$ cat config.mk
export PLATFORM = sky130hd
export DESIGN_NAME = manchester_frame_encoder_core
export DESIGN_NICKNAME = d
export VERILOG_FILES = /design/src/rtl/mfe_pkg.sv /design/src/rtl/mfe_symbol.sv /design/src/rtl/mfe_item_stage.sv /design/src/rtl/mfe_out_stage.sv /design/src/rtl/manchester_frame_encoder_core.sv
export SDC_FILE = /design/constraint.sdc
export NUM_CORES = 1
export LEC_CHECK = 0
export ABC_AREA = 1
export BUFFER_PORTS_ARGS = -buffer_cell sky130_fd_sc_hd__buf_2
export CAP_MARGIN = 40
export CORE_ASPECT_RATIO = 0.8
export CORE_MARGIN = 2
export CORE_UTILIZATION = 52
export DETAILED_ROUTE_END_ITERATION = 8
export GPL_TIMING_DRIVEN = 0
export PLACE_DENSITY_LB_ADDON = 0.08
export SLEW_MARGIN = 10
export SYNTH_ARGS = -nofsm -noshare
export SYNTH_HDL_FRONTEND = slang
export SYNTH_SLANG_ARGS = --single-unit
$ cat constraint.sdc
create_clock -name clk_i -period 2.35 [get_ports clk_i]
set_input_delay 0.235 -clock clk_i [delete_from_list [all_inputs] [get_ports clk_i]]
set_output_delay 0.235 -clock clk_i [all_outputs]
set_load 0.02 [all_outputs]
$ cat src/rtl/mfe_pkg.sv
`timescale 1ns / 1ps
`default_nettype none

package mfe_pkg;

  localparam int unsigned SlotW = 6;

  // slot layout of a full frame: lead pad, preamble, data, tail pad
  localparam logic [SlotW-1:0] SLOT_PREAMBLE = 6'd4;
  localparam logic [SlotW-1:0] SLOT_DATA     = 6'd20;
  localparam logic [SlotW-1:0] SLOT_TAIL     = 6'd36;
  localparam logic [SlotW-1:0] SLOT_END_BODY = 6'd35;
  localparam logic [SlotW-1:0] SLOT_END_TAIL = 6'd41;

  localparam logic [7:0] PREAMBLE_BYTE = 8'hFE;
  localparam logic [7:0] HOLD_RESET    = 8'd3;

  typedef struct packed {
    logic [7:0] data_byte;
    logic       first_byte;
    logic       last_byte;
  } mfe_in_t;

  typedef struct packed {
    logic       line_level;
    logic [7:0] hold_samples;
    logic       last_symbol;
  } mfe_out_t;

  typedef struct packed {
    logic line_level;
    logic last_symbol;
  } mfe_sym_t;

endpackage

`default_nettype wire

$ cat src/rtl/mfe_symbol.sv
`timescale 1ns / 1ps
`default_nettype none

module mfe_symbol
  import mfe_pkg::*;
(
  input  mfe_in_t          item_i,
  input  logic [SlotW-1:0] slot_i,
  output mfe_sym_t         sym_o
);

  logic [SlotW-1:0] offset;
  logic [7:0]       byte_sel;
  logic             is_pad;
  logic [2:0]       bit_idx;
  logic             bit_val;
  logic [SlotW-1:0] end_slot;

  always_comb begin
    offset   = '0;
    byte_sel = item_i.data_byte;
    is_pad   = 1'b0;
    priority if (slot_i < SLOT_PREAMBLE) begin
      is_pad = 1'b1;
    end else if (slot_i < SLOT_DATA) begin
      offset   = slot_i - SLOT_PREAMBLE;
      byte_sel = PREAMBLE_BYTE;
    end else if (slot_i < SLOT_TAIL) begin
      offset = slot_i - SLOT_DATA;
    end else begin
      is_pad = 1'b1;
    end
  end

  // msb first, two half-bit symbols per bit
  assign bit_idx = 3'd7 - offset[3:1];
  assign bit_val = byte_sel[bit_idx];

  // a one is low then high, a zero high then low
  assign sym_o.line_level = is_pad ? 1'b0 : (bit_val ~^ offset[0]);

  assign end_slot          = item_i.last_byte ? SLOT_END_TAIL : SLOT_END_BODY;
  assign sym_o.last_symbol = (slot_i == end_slot);

endmodule

`default_nettype wire

$ cat src/rtl/mfe_item_stage.sv
`timescale 1ns / 1ps
`default_nettype none

module mfe_item_stage
  import mfe_pkg::*;
(
  input  logic             clk_i,
  input  logic             rst_ni,
  input  logic             in_valid_i,
  output logic             in_ready_o,
  input  mfe_in_t          in_data_i,
  input  logic             sym_ready_i,
  input  logic             sym_last_i,
  output logic             sym_valid_o,
  output mfe_in_t          item_o,
  output logic [SlotW-1:0] slot_o
);

  logic             busy_q, busy_d;
  logic [SlotW-1:0] slot_q, slot_d;
  mfe_in_t          item_q, item_d;
  logic             advance;
  logic             accept;

  assign advance    = busy_q && sym_ready_i;
  // next item enters as the final symbol of this one moves on
  assign in_ready_o = !busy_q || (advance && sym_last_i);
  assign accept     = in_valid_i && in_ready_o;

  always_comb begin
    busy_d = busy_q;
    slot_d = slot_q;
    item_d = item_q;
    priority if (accept) begin
      busy_d = 1'b1;
      item_d = in_data_i;
      slot_d = in_data_i.first_byte ? '0 : SLOT_DATA;
    end else if (advance && sym_last_i) begin
      busy_d = 1'b0;
    end else if (advance) begin
      slot_d = slot_q + 1'b1;
    end
  end

  always_ff @(posedge clk_i or negedge rst_ni) begin
    if (!rst_ni) begin
      busy_q <= 1'b0;
    end else begin
      busy_q <= busy_d;
    end
  end

  always_ff @(posedge clk_i) begin
    slot_q <= slot_d;
    item_q <= item_d;
  end

  assign sym_valid_o = busy_q;
  assign item_o      = item_q;
  assign slot_o      = slot_q;

endmodule

`default_nettype wire

$ cat src/rtl/mfe_out_stage.sv
`timescale 1ns / 1ps
`default_nettype none

module mfe_out_stage
  import mfe_pkg::*;
(
  input  logic       clk_i,
  input  logic       rst_ni,
  input  logic       sym_valid_i,
  output logic       sym_ready_o,
  input  mfe_sym_t   sym_i,
  input  logic [7:0] hold_i,
  output logic       out_valid_o,
  input  logic       out_ready_i,
  output mfe_out_t   out_data_o
);

  logic     valid_q;
  mfe_out_t data_q, data_d;
  logic     load;

  assign sym_ready_o = !valid_q || out_ready_i;
  assign load        = sym_valid_i && sym_ready_o;

  always_comb begin
    data_d = data_q;
    if (load) begin
      data_d.line_level   = sym_i.line_level;
      data_d.hold_samples = hold_i;
      data_d.last_symbol  = sym_i.last_symbol;
    end
  end

  always_ff @(posedge clk_i or negedge rst_ni) begin
    if (!rst_ni) begin
      valid_q <= 1'b0;
    end else if (sym_ready_o) begin
      valid_q <= sym_valid_i;
    end
  end

  always_ff @(posedge clk_i) begin
    data_q <= data_d;
  end

  assign out_valid_o = valid_q;
  assign out_data_o  = data_q;

endmodule

`default_nettype wire

$ cat src/rtl/manchester_frame_encoder_core.sv
`timescale 1ns / 1ps
`default_nettype none

// channel  direction  payload     transaction when
// in       input      mfe_in_t    in_valid_i && in_ready_o
// out      output     mfe_out_t   out_valid_o && out_ready_i
// cfg      input      8-bit hold  cfg_valid_i && cfg_ready_o (always ready)
//
// one half-bit symbol per cycle while the output is not stalled: 16 symbols per byte,
// 36 with first_byte, 22 with last_byte, 42 with both; the slot counter in the item stage sets it
// the next byte is taken in the cycle the final symbol of the current one
// enters the output register, so frames run with no gap
// an accepted byte is registered in the item stage; its first symbol goes out once the output register takes it
// reset clears the busy and valid flags and loads a hold of 3 samples
// a stalled output freezes the slot counter and, while a byte is in progress, the input stays not ready

module manchester_frame_encoder_core
  import mfe_pkg::*;
(
  input  logic     clk_i,
  input  logic     rst_ni,
  input  logic     in_valid_i,
  output logic     in_ready_o,
  input  mfe_in_t  in_data_i,
  output logic     out_valid_o,
  input  logic     out_ready_i,
  output mfe_out_t out_data_o,
  input  logic       cfg_valid_i,
  output logic       cfg_ready_o,
  input  logic [7:0] cfg_data_i
);

  logic [7:0]       hold_q;
  logic             sym_valid;
  logic             sym_ready;
  mfe_in_t          item;
  logic [SlotW-1:0] slot;
  mfe_sym_t         sym;

  assign cfg_ready_o = 1'b1;

  always_ff @(posedge clk_i or negedge rst_ni) begin
    if (!rst_ni) begin
      hold_q <= HOLD_RESET;
    end else if (cfg_valid_i && cfg_ready_o) begin
      hold_q <= cfg_data_i;
    end
  end

  mfe_item_stage u_item (
    .clk_i       (clk_i),
    .rst_ni      (rst_ni),
    .in_valid_i  (in_valid_i),
    .in_ready_o  (in_ready_o),
    .in_data_i   (in_data_i),
    .sym_ready_i (sym_ready),
    .sym_last_i  (sym.last_symbol),
    .sym_valid_o (sym_valid),
    .item_o      (item),
    .slot_o      (slot)
  );

  mfe_symbol u_symbol (
    .item_i (item),
    .slot_i (slot),
    .sym_o  (sym)
  );

  mfe_out_stage u_out (
    .clk_i       (clk_i),
    .rst_ni      (rst_ni),
    .sym_valid_i (sym_valid),
    .sym_ready_o (sym_ready),
    .sym_i       (sym),
    .hold_i      (hold_q),
    .out_valid_o (out_valid_o),
    .out_ready_i (out_ready_i),
    .out_data_o  (out_data_o)
  );

endmodule

`default_nettype wire

==> run metrics <==
status=completed; number of hold buffers added after cts=1; VDD IR-drop max=0.000464 V; worst hold stages=1; clock skew=0.00724 ns; share of layout cells above drive strength 1=35.0%; Num CTS Buffers=5; critical path startpoint category=flip-flop; num ports=36; unrepaired setup endpoints after global routing=no; # DRC=0; RR Startpoint=u_item.slot_o[2]; Final nets=202; Die Wd=65.2 um; Pint=1.08 mW; clk buf depth=2; Switching Share=29.1%; clock-pin slew on the worst setup and hold paths=0.07 ns; post-synth design cell area=1560 um2; Peak Freq=515 MHz; NetSw=443 uW; number of port buffers=33; # rows=17; worst r2r path cells=11; Mapped Nets=160; Synth cell types=26; post-synthesis cell type with the largest combined area=edfxtp_1; Worst-Skew Late Latency=0.28 ns; Worst Setup Path Type=flip-flop to flip-flop; Yosys reg bits=35; number of hold violations in the final report=0; WL final=2.55 mm; total track usage=17.1%; Clock Tree Root=clkbuf_8; DIE AREA=3450 um2; Max-Cap Viols=0; Starting Density=55.5%; Fillers=250; setup TNS=0 ns; Slew Viols, Final=0; post-CTS sizing=0; placed insts=206; mux contribution to synthesized area=5.78%; leakage=0.863 nW; post-synthesis sequential area ratio=64.4%; clock period minus worst slack=1.94 ns; top cell type's share of synthesized area=48.2%; Critical R2R Capture=u_out.out_data_o[9]; HPWL after DPL=1.94 mm; largest net degree at the start of global routing=12; Final Setup Violations=0; worst hold-check path type=primary input to flip-flop; Final GP Congestion=0.778; worst-path maximum fanout=6; Via density=4.76; xor/xnor share of the synthesized area=1.69%; DR iter-0 viols=34; Syn-to-layout area delta=20.0%; Comb pwr share=22.1%; power density cells=814 nW/um2; final non-filler cell total=215; ANT nets after route=0; YS warnings=0; total core area=2810 um2; Worst setup EP type=flip-flop; first drt pass iteration count=4; CTS tree=yes; HP Start=in_data_i[6]; vias post-DR=1024; first-pass GRT wire length=4.15 mm; crit path DAT=1.98 ns; fin crit share=82.6%; Sequential Power Share=51.7%; Mapped Cells=134; number of diodes=0; Adder-Cell Fraction of Synth Area=2.41%; largest family of logic cells by synthesized area=simple AND/OR/NAND/NOR gates; compound-gate portion of the synthesized area=3.77%; clock sinks=35; WHS Endpoint=u_item.item_o[6]; top cells by area, synth=edfxtp_1, dfrtp_1, nand2_1; Die Y=53.0 um; Clk network pwr share=26.2%; vias in the first global route=962; initial antenna violation count=0; Worst R2R Setup Slack=0.41 ns; WL/cell=11.8 um; H-tree depth=2; syn avg cell area=11.6 um2; GRT overflow=0; postcts setup bufs=0; worst path required time=2.39 ns; Synth Area in Simple Gates=16.5%
[Yosys cell counts (all sizes together)]
cell      n
edfxtp   25
nand3b    2
nand3     7
clkbuf    1
a21oi     3
o21a      1
nand2    31
nor2     11
xor2      3
nor3      1
dfrtp     8
conb      1
or2       1
ha        3
buf       1
dfstp     2
mux2      8
o2111ai   1
inv      19
o21ai     4
nor4      1
[worst max path at each step]
stage                       startpoint                  end  depth (start not counted)
floorplan            u_out.out_valid_o     u_item.item_o[0]                          5
global placement    u_item.sym_valid_o     u_item.item_o[3]                          6
detailed placement    u_item.slot_o[2]  u_out.out_data_o[9]                         11
CTS                   u_item.slot_o[2]  u_out.out_data_o[9]                         11
global route          u_item.slot_o[2]  u_out.out_data_o[9]                         11
finish                u_item.slot_o[2]  u_out.out_data_o[9]                         11
[power groups by stage]
stage | logic [mW] | clock network (mW) | registers [mW]
2_1_floorplan | 0.225 | 0 | 0.812
3_3_place_gp | 0.321 | 0 | 0.795
3_5_place_dp | 0.334 | 0 | 0.799
4_1_cts | 0.338 | 0.412 | 0.787
5_1_grt | 0.386 | 0.438 | 0.793
6_report | 0.336 | 0.399 | 0.787
[cells in the final DEF, fill, tap and decap left out, types with 4 or more instances in the layout]
master / Yosys / routed
nand2_1: 25 / 25
inv_1: 18 / 18
mux2_2: 8 / 8
nand2_2: 4 / 4
edfxtp_1: 25 / 25
nor2_1: 11 / 11
buf_2: 0 / 33
nand3_1: 7 / 7
clkbuf_8: 0 / 5
dfrtp_1: 8 / 8
[worst max-delay path: stages, from the launching register on]
cell,delay (ns)
edfxtp_1,0.44
inv_1,0.18
ha_1,0.25
nand2_2,0.08
nand2_1,0.09
nand2_2,0.10
nand2_1,0.11
nand2_1,0.06
nand3_1,0.06
nand3_1,0.09
a21oi_1,0.16
nor2_1,0.08
[kinds of logic after synthesis]
group	Yosys count
AO/OA/AOI/OAI	9
XOR/XNOR	3
adder cells (fa/ha/maj)	3
buffers and inverters	21
flip-flops	35
multiplexers	8
other	1
AND/OR/NAND/NOR	54
[through the flow]
stage                     setup slack (ns)  util (%)  hold WS, ns  total power [mW]  instance area, um2
after global placement               0.156      63.1        0.100              1.12                1770
final                                0.409      66.6        0.127              1.52                1870
after CTS                            0.403      66.6        0.120              1.54                1870
after global routing                 0.189      66.6        0.115              1.62                1870
after floorplan                      0.333         -      -0.0606              1.04                1560
after detailed placement             0.408      63.4        0.112              1.13                1780
[final cells by class]
| cell class | count | area, um2 | share of cell area, % |
|---|---|---|---|
| buffer | 2 | 11.3 | 0.602 |
| sequential | 35 | 1000 | 53.6 |
| clock inverter | 2 | 8.76 | 0.468 |
| timing repair buffer | 35 | 183 | 9.77 |
| multi-input combinational | 78 | 473 | 25.3 |
| clock buffer | 6 | 72.6 | 3.88 |
| tap | 38 | 47.5 | 2.54 |
| inverter | 19 | 71.3 | 3.81 |
[routing by layer]
| layer | part of all wire, % | global-route usage, % |
|---|---|---|
| met1 | 46 | 22.3 |
| met2 | 46 | 25.7 |
| met3 | 6.6 | 5.32 |
| met4 | 1.9 | 9.38 |
| met5 | 0 | 0 |
[state kept, by name, indices dropped and copies added (netlist names)]
register,cells
u_out.out_valid_o,1
u_item.sym_valid_o,1
u_out.out_data_o,10
hold_q,8
u_item.slot_o,6
u_item.item_o,9
Note: power is estimated with default switching activity, not from simulation.
